--- src/hdl/msft_pkg.sv ---
// Shared types and constants for the multi-slot timer unit.
// Used by the controller, datapath, top level and checker.
package msft_pkg;

  localparam int SLOTS    = 16;
  localparam int TAG_BITS = 8;
  localparam int SLOT_W   = (SLOTS > 1) ? $clog2(SLOTS) : 1;
  localparam int CNT_W    = 16;

  // port field widths
  localparam int SLOT_FW  = 4;
  localparam int TAG_FW   = 8;
  localparam int IN_DW    = 40;
  localparam int OUT_DW   = 24;

  typedef enum logic [1:0] {
    OP_TICK   = 2'd0,
    OP_ADD    = 2'd1,
    OP_REMOVE = 2'd2
  } op_t;

  typedef enum logic [2:0] {
    KIND_FIRE   = 3'd0,
    KIND_ADDED  = 3'd1,
    KIND_REMOVE = 3'd2,
    KIND_ERROR  = 3'd3,
    KIND_IDLE   = 3'd4
  } kind_t;

  typedef struct packed {
    logic start;
    logic step;
    logic finish;
  } cmd_t;

  typedef struct packed {
    logic stall;
    logic stop;
    logic at_end;
    logic out_free;
  } stat_t;

endpackage

--- src/hdl/multi_slot_followup_timer_unit.sv ---
// Top level of the multi-slot timer unit.
// Depends on msft_pkg, msft_ctrl, msft_dpath (which holds msft_ram).
//
// Usage:
//   in_*  : one beat per operation; in_tuser carries the op (tick, add, remove).
//           add claims the lowest free slot, remove clears the first slot whose nonzero
//           handler tag and context tag match, tick counts down all active slots.
//   out_* : result beats; out_tuser is the kind, out_tlast marks the final
//           beat of an operation. A tick gives one fire beat per expired slot
//           in slot order, or a single idle beat.
// Timing:
//   The slot table is walked one slot per cycle, unless a stall holds it, through
//   the count/reload RAM (registered read, address issued one slot ahead). A tick
//   walks every slot; add and remove stop at the matching slot, or walk every
//   slot when nothing matches. One operation is in flight at a time.
//   The output register lets the final beat wait while the next op is taken.
// Reset: all slots inactive, tags zero, no result pending.
// Stall: a held output stalls a tick's walk at an expired slot while an earlier
//   fire is pending, and the final beat waits until the output register is free.
module multi_slot_followup_timer_unit
  import msft_pkg::*;
(
  input  logic              clk,
  input  logic              rst_n,
  input  logic              in_tvalid,
  output logic              in_tready,
  input  logic [IN_DW-1:0]  in_tdata,  // period[15:0], periodic[16], handler[24:17], context_req[32:25]
  input  logic [1:0]        in_tuser,  // op[1:0]
  output logic              out_tvalid,
  input  logic              out_tready,
  output logic [OUT_DW-1:0] out_tdata, // slot[3:0], fired_handler[11:4], fired_context[19:12]
  output logic [2:0]        out_tuser, // kind[2:0]
  output logic              out_tlast
);

  cmd_t  cmd;
  stat_t stat;

  msft_ctrl u_ctrl (
    .clk      (clk),
    .rst_n    (rst_n),
    .in_tvalid(in_tvalid),
    .in_tready(in_tready),
    .stat     (stat),
    .cmd      (cmd)
  );

  msft_dpath u_dpath (
    .clk       (clk),
    .rst_n     (rst_n),
    .cmd       (cmd),
    .stat      (stat),
    .in_tdata  (in_tdata),
    .in_tuser  (in_tuser),
    .out_tvalid(out_tvalid),
    .out_tready(out_tready),
    .out_tdata (out_tdata),
    .out_tuser (out_tuser),
    .out_tlast (out_tlast)
  );

endmodule

--- src/hdl/msft_ram.sv ---
// Generic single-write, single-read RAM with registered read data.
// No dependencies.
module msft_ram #(
  parameter int WIDTH = 32,
  parameter int DEPTH = 16
) (
  input  logic                                       clk,
  input  logic                                       we,
  input  logic [((DEPTH > 1) ? $clog2(DEPTH) : 1)-1:0] waddr,
  input  logic [WIDTH-1:0]                           wdata,
  input  logic [((DEPTH > 1) ? $clog2(DEPTH) : 1)-1:0] raddr,
  output logic [WIDTH-1:0]                           rdata
);

  logic [WIDTH-1:0] mem [DEPTH];

  always_ff @(posedge clk) begin
    if (we) begin
      mem[waddr] <= wdata;
    end
    rdata <= mem[raddr];
  end

endmodule

--- src/hdl/msft_ctrl.sv ---
// Sequencer for the timer unit: accept, walk the slot table, flush the final beat.
// Depends on msft_pkg.
module msft_ctrl
  import msft_pkg::*;
(
  input  logic  clk,
  input  logic  rst_n,
  input  logic  in_tvalid,
  output logic  in_tready,
  input  stat_t stat,
  output cmd_t  cmd
);

  typedef enum logic [2:0] {
    ST_IDLE  = 3'b001,
    ST_WALK  = 3'b010,
    ST_FLUSH = 3'b100
  } state_t;

  state_t state_r, state_nxt;

  always_ff @(posedge clk) begin
    if (!rst_n) begin
      state_r <= ST_IDLE;
    end else begin
      state_r <= state_nxt;
    end
  end

  always_comb begin
    state_nxt = state_r;
    cmd       = '0;
    in_tready = 1'b0;
    case (state_r)
      ST_IDLE: begin
        in_tready = 1'b1;
        if (in_tvalid) begin
          cmd.start = 1'b1;
          state_nxt = ST_WALK;
        end
      end
      ST_WALK: begin
        if (!stat.stall) begin
          cmd.step = 1'b1;
          if (stat.stop || stat.at_end) begin
            state_nxt = ST_FLUSH;
          end
        end
      end
      ST_FLUSH: begin
        if (stat.out_free) begin
          cmd.finish = 1'b1;
          state_nxt  = ST_IDLE;
        end
      end
      default: state_nxt = ST_IDLE;
    endcase
  end

endmodule

--- src/hdl/msft_dpath.sv ---
// Datapath: slot table, count/reload RAM, pending result and output register.
// Depends on msft_pkg and msft_ram.
module msft_dpath
  import msft_pkg::*;
(
  input  logic              clk,
  input  logic              rst_n,
  input  cmd_t              cmd,
  output stat_t             stat,
  input  logic [IN_DW-1:0]  in_tdata,
  input  logic [1:0]        in_tuser,
  output logic              out_tvalid,
  input  logic              out_tready,
  output logic [OUT_DW-1:0] out_tdata,
  output logic [2:0]        out_tuser,
  output logic              out_tlast
);

  op_t                 op_r, op_nxt;
  logic [CNT_W-1:0]    period_r, period_nxt;
  logic                per_r, per_nxt;
  logic [TAG_BITS-1:0] h_r, h_nxt;
  logic [TAG_BITS-1:0] c_r, c_nxt;
  logic [SLOT_W-1:0]   idx_r, idx_nxt;

  logic [SLOTS-1:0]    active_r, active_nxt;
  logic [SLOTS-1:0]    periodic_r, periodic_nxt;
  logic [TAG_BITS-1:0] handler_r [SLOTS];
  logic [TAG_BITS-1:0] handler_nxt [SLOTS];
  logic [TAG_BITS-1:0] context_r [SLOTS];
  logic [TAG_BITS-1:0] context_nxt [SLOTS];

  logic                pend_valid_r, pend_valid_nxt;
  kind_t               pend_kind_r, pend_kind_nxt;
  logic [SLOT_W-1:0]   pend_slot_r, pend_slot_nxt;
  logic [TAG_BITS-1:0] pend_h_r, pend_h_nxt;
  logic [TAG_BITS-1:0] pend_c_r, pend_c_nxt;

  logic                out_valid_r, out_valid_nxt;
  kind_t               out_kind_r, out_kind_nxt;
  logic [SLOT_FW-1:0]  out_slot_r, out_slot_nxt;
  logic [TAG_FW-1:0]   out_h_r, out_h_nxt;
  logic [TAG_FW-1:0]   out_c_r, out_c_nxt;
  logic                out_last_r, out_last_nxt;

  logic                  ram_we;
  logic [2*CNT_W-1:0]    ram_wdata;
  logic [2*CNT_W-1:0]    ram_rdata;
  logic [CNT_W-1:0]      cur_cnt;
  logic [CNT_W-1:0]      cur_reload;
  logic [CNT_W-1:0]      cnt_dec;
  logic                  cur_active;
  logic                  hit;
  logic                  out_free;

  // read address runs one slot ahead so data is ready on the next cycle
  msft_ram #(
    .WIDTH(2 * CNT_W),
    .DEPTH(SLOTS)
  ) u_cnt_ram (
    .clk  (clk),
    .we   (ram_we),
    .waddr(idx_r),
    .wdata(ram_wdata),
    .raddr(idx_nxt),
    .rdata(ram_rdata)
  );

  assign cur_cnt    = ram_rdata[CNT_W-1:0];
  assign cur_reload = ram_rdata[2*CNT_W-1:CNT_W];
  assign cnt_dec    = cur_cnt - CNT_W'(1);
  assign cur_active = active_r[idx_r];
  assign out_free   = !out_valid_r || out_tready;

  always_comb begin
    case (op_r)
      OP_TICK:   hit = cur_active && (cnt_dec == '0);
      OP_ADD:    hit = !cur_active;
      OP_REMOVE: hit = (h_r != '0) && (handler_r[idx_r] == h_r) && (context_r[idx_r] == c_r);
      default:   hit = 1'b0;
    endcase
  end

  always_comb begin
    stat.stall    = (op_r == OP_TICK) && hit && pend_valid_r && !out_free;
    stat.stop     = hit && (op_r != OP_TICK);
    stat.at_end   = (idx_r == SLOT_W'(SLOTS - 1));
    stat.out_free = out_free;
  end

  always_comb begin
    op_nxt         = op_r;
    period_nxt     = period_r;
    per_nxt        = per_r;
    h_nxt          = h_r;
    c_nxt          = c_r;
    idx_nxt        = idx_r;
    active_nxt     = active_r;
    periodic_nxt   = periodic_r;
    handler_nxt    = handler_r;
    context_nxt    = context_r;
    pend_valid_nxt = pend_valid_r;
    pend_kind_nxt  = pend_kind_r;
    pend_slot_nxt  = pend_slot_r;
    pend_h_nxt     = pend_h_r;
    pend_c_nxt     = pend_c_r;
    out_kind_nxt   = out_kind_r;
    out_slot_nxt   = out_slot_r;
    out_h_nxt      = out_h_r;
    out_c_nxt      = out_c_r;
    out_last_nxt   = out_last_r;
    out_valid_nxt  = out_valid_r && !out_tready;
    ram_we         = 1'b0;
    ram_wdata      = ram_rdata;

    if (cmd.start) begin
      op_nxt         = op_t'(in_tuser);
      period_nxt     = in_tdata[15:0];
      per_nxt        = in_tdata[16];
      h_nxt          = TAG_BITS'(in_tdata[24:17]);
      c_nxt          = TAG_BITS'(in_tdata[32:25]);
      idx_nxt        = '0;
      pend_valid_nxt = 1'b0;
    end

    if (cmd.step) begin
      idx_nxt = idx_r + SLOT_W'(1);
      case (op_r)
        OP_TICK: begin
          if (cur_active) begin
            ram_we    = 1'b1;
            ram_wdata = {cur_reload, (hit && periodic_r[idx_r]) ? cur_reload : cnt_dec};
            if (hit) begin
              if (!periodic_r[idx_r]) begin
                active_nxt[idx_r] = 1'b0;
              end
              if (pend_valid_r) begin
                out_valid_nxt = 1'b1;
                out_kind_nxt  = pend_kind_r;
                out_slot_nxt  = SLOT_FW'(pend_slot_r);
                out_h_nxt     = TAG_FW'(pend_h_r);
                out_c_nxt     = TAG_FW'(pend_c_r);
                out_last_nxt  = 1'b0;
              end
              pend_valid_nxt = 1'b1;
              pend_kind_nxt  = KIND_FIRE;
              pend_slot_nxt  = idx_r;
              pend_h_nxt     = handler_r[idx_r];
              pend_c_nxt     = context_r[idx_r];
            end
          end
        end
        OP_ADD: begin
          if (hit) begin
            ram_we                = 1'b1;
            ram_wdata             = {period_r, period_r};
            active_nxt[idx_r]     = 1'b1;
            periodic_nxt[idx_r]   = per_r;
            handler_nxt[idx_r]    = h_r;
            context_nxt[idx_r]    = c_r;
            pend_valid_nxt        = 1'b1;
            pend_kind_nxt         = KIND_ADDED;
            pend_slot_nxt         = idx_r;
            pend_h_nxt            = '0;
            pend_c_nxt            = '0;
          end
        end
        OP_REMOVE: begin
          if (hit) begin
            active_nxt[idx_r] = 1'b0;
            pend_valid_nxt    = 1'b1;
            pend_kind_nxt     = KIND_REMOVE;
            pend_slot_nxt     = idx_r;
            pend_h_nxt        = '0;
            pend_c_nxt        = '0;
          end
        end
        default: begin
        end
      endcase
    end

    if (cmd.finish) begin
      out_valid_nxt  = 1'b1;
      out_last_nxt   = 1'b1;
      pend_valid_nxt = 1'b0;
      if (pend_valid_r) begin
        out_kind_nxt = pend_kind_r;
        out_slot_nxt = SLOT_FW'(pend_slot_r);
        out_h_nxt    = TAG_FW'(pend_h_r);
        out_c_nxt    = TAG_FW'(pend_c_r);
      end else begin
        out_kind_nxt = (op_r == OP_TICK) ? KIND_IDLE : KIND_ERROR;
        out_slot_nxt = '0;
        out_h_nxt    = '0;
        out_c_nxt    = '0;
      end
    end
  end

  always_ff @(posedge clk) begin
    if (!rst_n) begin
      active_r     <= '0;
      periodic_r   <= '0;
      pend_valid_r <= 1'b0;
      out_valid_r  <= 1'b0;
      for (int i = 0; i < SLOTS; i++) begin
        handler_r[i] <= '0;
        context_r[i] <= '0;
      end
    end else begin
      active_r     <= active_nxt;
      periodic_r   <= periodic_nxt;
      pend_valid_r <= pend_valid_nxt;
      out_valid_r  <= out_valid_nxt;
      handler_r    <= handler_nxt;
      context_r    <= context_nxt;
    end
  end

  always_ff @(posedge clk) begin
    op_r        <= op_nxt;
    period_r    <= period_nxt;
    per_r       <= per_nxt;
    h_r         <= h_nxt;
    c_r         <= c_nxt;
    idx_r       <= idx_nxt;
    pend_kind_r <= pend_kind_nxt;
    pend_slot_r <= pend_slot_nxt;
    pend_h_r    <= pend_h_nxt;
    pend_c_r    <= pend_c_nxt;
    out_kind_r  <= out_kind_nxt;
    out_slot_r  <= out_slot_nxt;
    out_h_r     <= out_h_nxt;
    out_c_r     <= out_c_nxt;
    out_last_r  <= out_last_nxt;
  end

  assign out_tvalid = out_valid_r;
  assign out_tuser  = out_kind_r;
  assign out_tlast  = out_last_r;
  assign out_tdata  = {{(OUT_DW - SLOT_FW - 2 * TAG_FW){1'b0}}, out_c_r, out_h_r, out_slot_r};

endmodule

--- config.mk ---
export PLATFORM = sky130hd
export DESIGN_NAME = multi_slot_followup_timer_unit
export DESIGN_NICKNAME = d
export VERILOG_FILES = /design/src/hdl/msft_pkg.sv /design/src/hdl/multi_slot_followup_timer_unit.sv /design/src/hdl/msft_ram.sv /design/src/hdl/msft_ctrl.sv /design/src/hdl/msft_dpath.sv
export SDC_FILE = /design/constraint.sdc
export NUM_CORES = 1
export LEC_CHECK = 0
export CAP_MARGIN = 10
export CORE_UTILIZATION = 55
export DETAILED_ROUTE_END_ITERATION = 10
export DONT_BUFFER_PORTS = 1
export MAX_ROUTING_LAYER = met4
export PLACE_DENSITY = 0.77
export SLEW_MARGIN = 0
export SYNTH_ARGS = -nofsm -noshare
export SYNTH_HDL_FRONTEND = slang
export SYNTH_SLANG_ARGS = --single-unit
export TNS_END_PERCENT = 50
--- constraint.sdc ---
create_clock -name clk -period 5.35 [get_ports clk]
set_input_delay 0.8025 -clock clk [delete_from_list [all_inputs] [get_ports clk]]
set_output_delay 0.8025 -clock clk [all_outputs]
set_load 0.1 [all_outputs]
==> reports/metrics.cfg <==
[status]
status = finished, final reports clean

[layout]
finalNetCount = 3465
multiInputGateArea_um2 = 14790
syn_to_final_growth_pct = 13.85
regArea_um2 = 24390
finalNonFillerCells = 4443
fillers = 5182
drive_above_1_share_pct = 13.90

[clock_network]
clock_path_buffers = 3
cts_tree = done
clock_latency_ps = 670
cts_buffers = 93
clock_sinks = 922
clkSlewWorstSetupHoldPaths_ps = 60
cts-root-buf = clkbuf_16
cts.htree.levels = 3

[power_and_ir_drop]
peakVddDrop_mv = 0.2826
fin_total_pwr_mw = 19.04
p_leak_nw = 15.40
powerDensity_nw_per_um2 = 415.3

[min_path]
hold_path.class = input pin to flip-flop

[sta]
fmax_ghz = 0.1955
slew-limit-headroom_pct = 24.44
setup_ws_ps = 234.8
tns_ps = 0
hold_slack_ps = 222.1
finClkSkew_ps = 35.44
worstMarginPinSlew_ps = 1129
final_max_slew_viol_count = 0
setup_violations = 0
final.period_utilization_pct = 95.61
finalCriticalPeriod_ps = 5115
hold_violations = 0
rsz0062_at_grt = false

[placed_design]
dp_slack_ps = 315.9
routabilityCongestion = 0.9450
dp.cells = 4264
place_hpwl_mm = 63.68
port_buffers = 0

[synth]
ys_ff_latch = 922
synthCells = 3396
ys_types = 77
avgSynthCellArea_um2 = 11.86
ys_seq_area_share_pct = 60.53
yosys_most_used_dff = edfxtp_1
synth_edf_count = 592
yosysWarnings = 0
syn_area_um2 = 40280
async_reset_ff_share_pct = 0

[critical_path]
crit_family = simple AND/OR/NAND/NOR gates
cp_num_buf_inv = 2
critical-path-slowest-cell = dfxtp_2
cp_max_fo = 32
end_kind = flip-flop
crit_top_cell = buf_4
cp_cell_sequence = buf_4, and2_1, a22oi_1, o211ai_1, a31o_2, nand2_1, or4_4, or3_1, a21oi_4, buf_4, nor3b_1, a211oi_1, nor4_1, or4_1
worstSetupPathType = flip-flop to flip-flop
start_kind = flip-flop
arrival_ps = 5640
worstPathRequired_ps = 5880
slowest_delay_ps = 700

[floorplanning]
boundaryPins = 76
initial_utilization_pct = 55.96
die_w_um = 272.6
core_um2 = 71980
die_area_um2 = 74320
rows = 98
die_height_um = 272.6

[detailed_routing]
num_vias = 28460
drtAntennaViolNets = 0
drt_iter0_drc = 3513
vias_per_cell = 6.406
avgRoutedWirePerCell_um = 25.13
routed_wl_mm = 111.7
drc = 0
drtPass1Iterations = 8

[grt]
gr-total-overflow = 0
grt_max_degree = 294
grt_pass1_wl_mm = 167.1
grt_pass1_vias = 27733
antenna_found_initial = 4
grtUsageTotal_pct = 30.64

[job]
max-cap-violations = 0

-- metal layers --
| layer | vias to the layer above | track usage, % | part of all wire, % | routed length (um) |
|---|---|---|---|---|
| met1 | 13937 | 38.86 | 39 | 43310 |
| li1 | 12599 | - | - | - |
| met2 | 1574 | 47.54 | 47 | 52020 |
| met4 | 0 | 14.03 | 4.5 | 5066 |
| met5 | - | - | 0 | 0 |
| met3 | 350 | 6.072 | 10 | 11280 |
-- synth_stat cells, drive strengths merged (3+ instances only) --
library cell,n,area (um2)
xnor2,18,157.7
inv,22,82.58
nand3,45,225.2
clkbuf,200,750.7
nor2b,32,200.2
or3,7,43.79
nor3,17,95.09
a21boi,273,2053
and2,68,425.4
nor3b,35,262.8
o2bb2ai,64,560.5
o22ai,35,219.0
nand2b,6,37.54
mux2,33,375.3
nor4,39,259.0
a221oi,38,332.8
a211oi,137,1044
nor2,74,277.8
buf,83,510.5
and3,6,37.54
a311oi,36,315.3
o21ai,87,435.4
a22oi,30,225.2
a21oi,15,78.83
or2,3,18.77
o21a,4,30.03
nand4,7,43.79
or4,35,266.5
edfxtp,592,17780
ha,10,125.1
o211ai,5,37.54
mux4,58,1306
xor2,14,122.6
dfxtp,330,6606
mux2i,192,1934
a31oi,5,31.28
nand2,703,2639
a22o,7,61.31
a211o,4,35.03
-- where the power goes --
part	leakage (nW)	internal (mW)	switching (mW)
Combinational	5.78	1.45	2.36
Sequential	8.05	8.24	0.266
Clock	1.57	3.91	2.82
Total	15.4	13.6	5.44
-- flip-flops by register name (all words and copies together) (netlist names), 2 cells and up, named ones only --
signal and count:
u_dpath.u_cnt_ram.mem 512, u_dpath.context_r 128, u_dpath.handler_r 128, u_dpath.u_cnt_ram.rdata 32, u_dpath.period_r 16, u_dpath.periodic_r 16
u_dpath.c_r 8, u_dpath.h_r 8, u_dpath.out_c_r 8, u_dpath.out_h_r 8, u_dpath.pend_c_r 8, u_dpath.pend_h_r 8
u_dpath.idx_r 4, u_dpath.out_slot_r 4, u_dpath.pend_slot_r 4, u_ctrl.state_r 3, u_dpath.out_tuser 3, u_dpath.op_r 2
u_dpath.pend_kind_r 2
-- cell usage in the layout (no fill, tap or decap), types with 18 or more instances in the layout --
cell,n
a21boi_0,255
mux2_2,30
buf_12,53
nor2b_1,31
a22oi_1,30
or4_1,34
clkbuf_1,20
clkbuf_16,94
o2bb2ai_1,64
nand2_1,703
and2_1,66
o22ai_1,35
inv_1,18
edfxtp_1,592
a221oi_1,38
nand3_1,45
o21ai_0,81
mux4_2,58
nor4_1,38
nor3b_1,35
xnor2_1,18
a311oi_1,36
a211oi_1,133
nor2_1,58
dfxtp_1,326
mux2i_1,191
buf_4,144
-- path summary, 6_finish.rpt --
kind	start	to	slack [ps]	cells after the start
worst min-delay path	in_tdata[7]	u_dpath.period_r[7]	220	0
worst max-delay path	u_dpath.idx_r[0]	u_dpath.u_cnt_ram.rdata[27]	230	14
worst min register to register	u_dpath.context_r[22]	u_dpath.context_r[22]	450	2
worst max register to register	u_dpath.idx_r[0]	u_dpath.u_cnt_ram.rdata[27]	230	14
-- layout make-up --
class | instances | area share (%)
Sequential cell | 922 | 53.19
Timing Repair Buffer | 198 | 4.731
Inverter | 23 | 0.1992
Clock inverter | 51 | 1.389
Multi-Input combinational cell | 2171 | 32.26
Antenna cell | 3 | 0.01637
Tap cell | 950 | 2.592
Clock buffer | 125 | 5.623
-- kinds of logic after synthesis --
logic type,synth area share (%)
xor+xnor,0.6958
buf+inv,3.345
simple gates,12.17
fa+ha+maj,0.3106
other cells,0.009310
compound gates,13.96
flops,60.53
mux,8.977
-- what timing repair did --
action                     4_1_cts  5_1_grt
setup buffers                    0        0
setup endpoints to repair        0       16
gates resized for setup          0        1
hold endpoints to repair         0        0
hold buffers                     0        0
-- through the flow --
step	utilization, %	area, um2
after floorplan	-	40290
after global placement	59.23	42630
after detailed placement	59.23	42630
after CTS	63.70	45850
after global routing	63.71	45860
final	63.71	45860
Note: power is estimated with default switching activity, not from simulation.
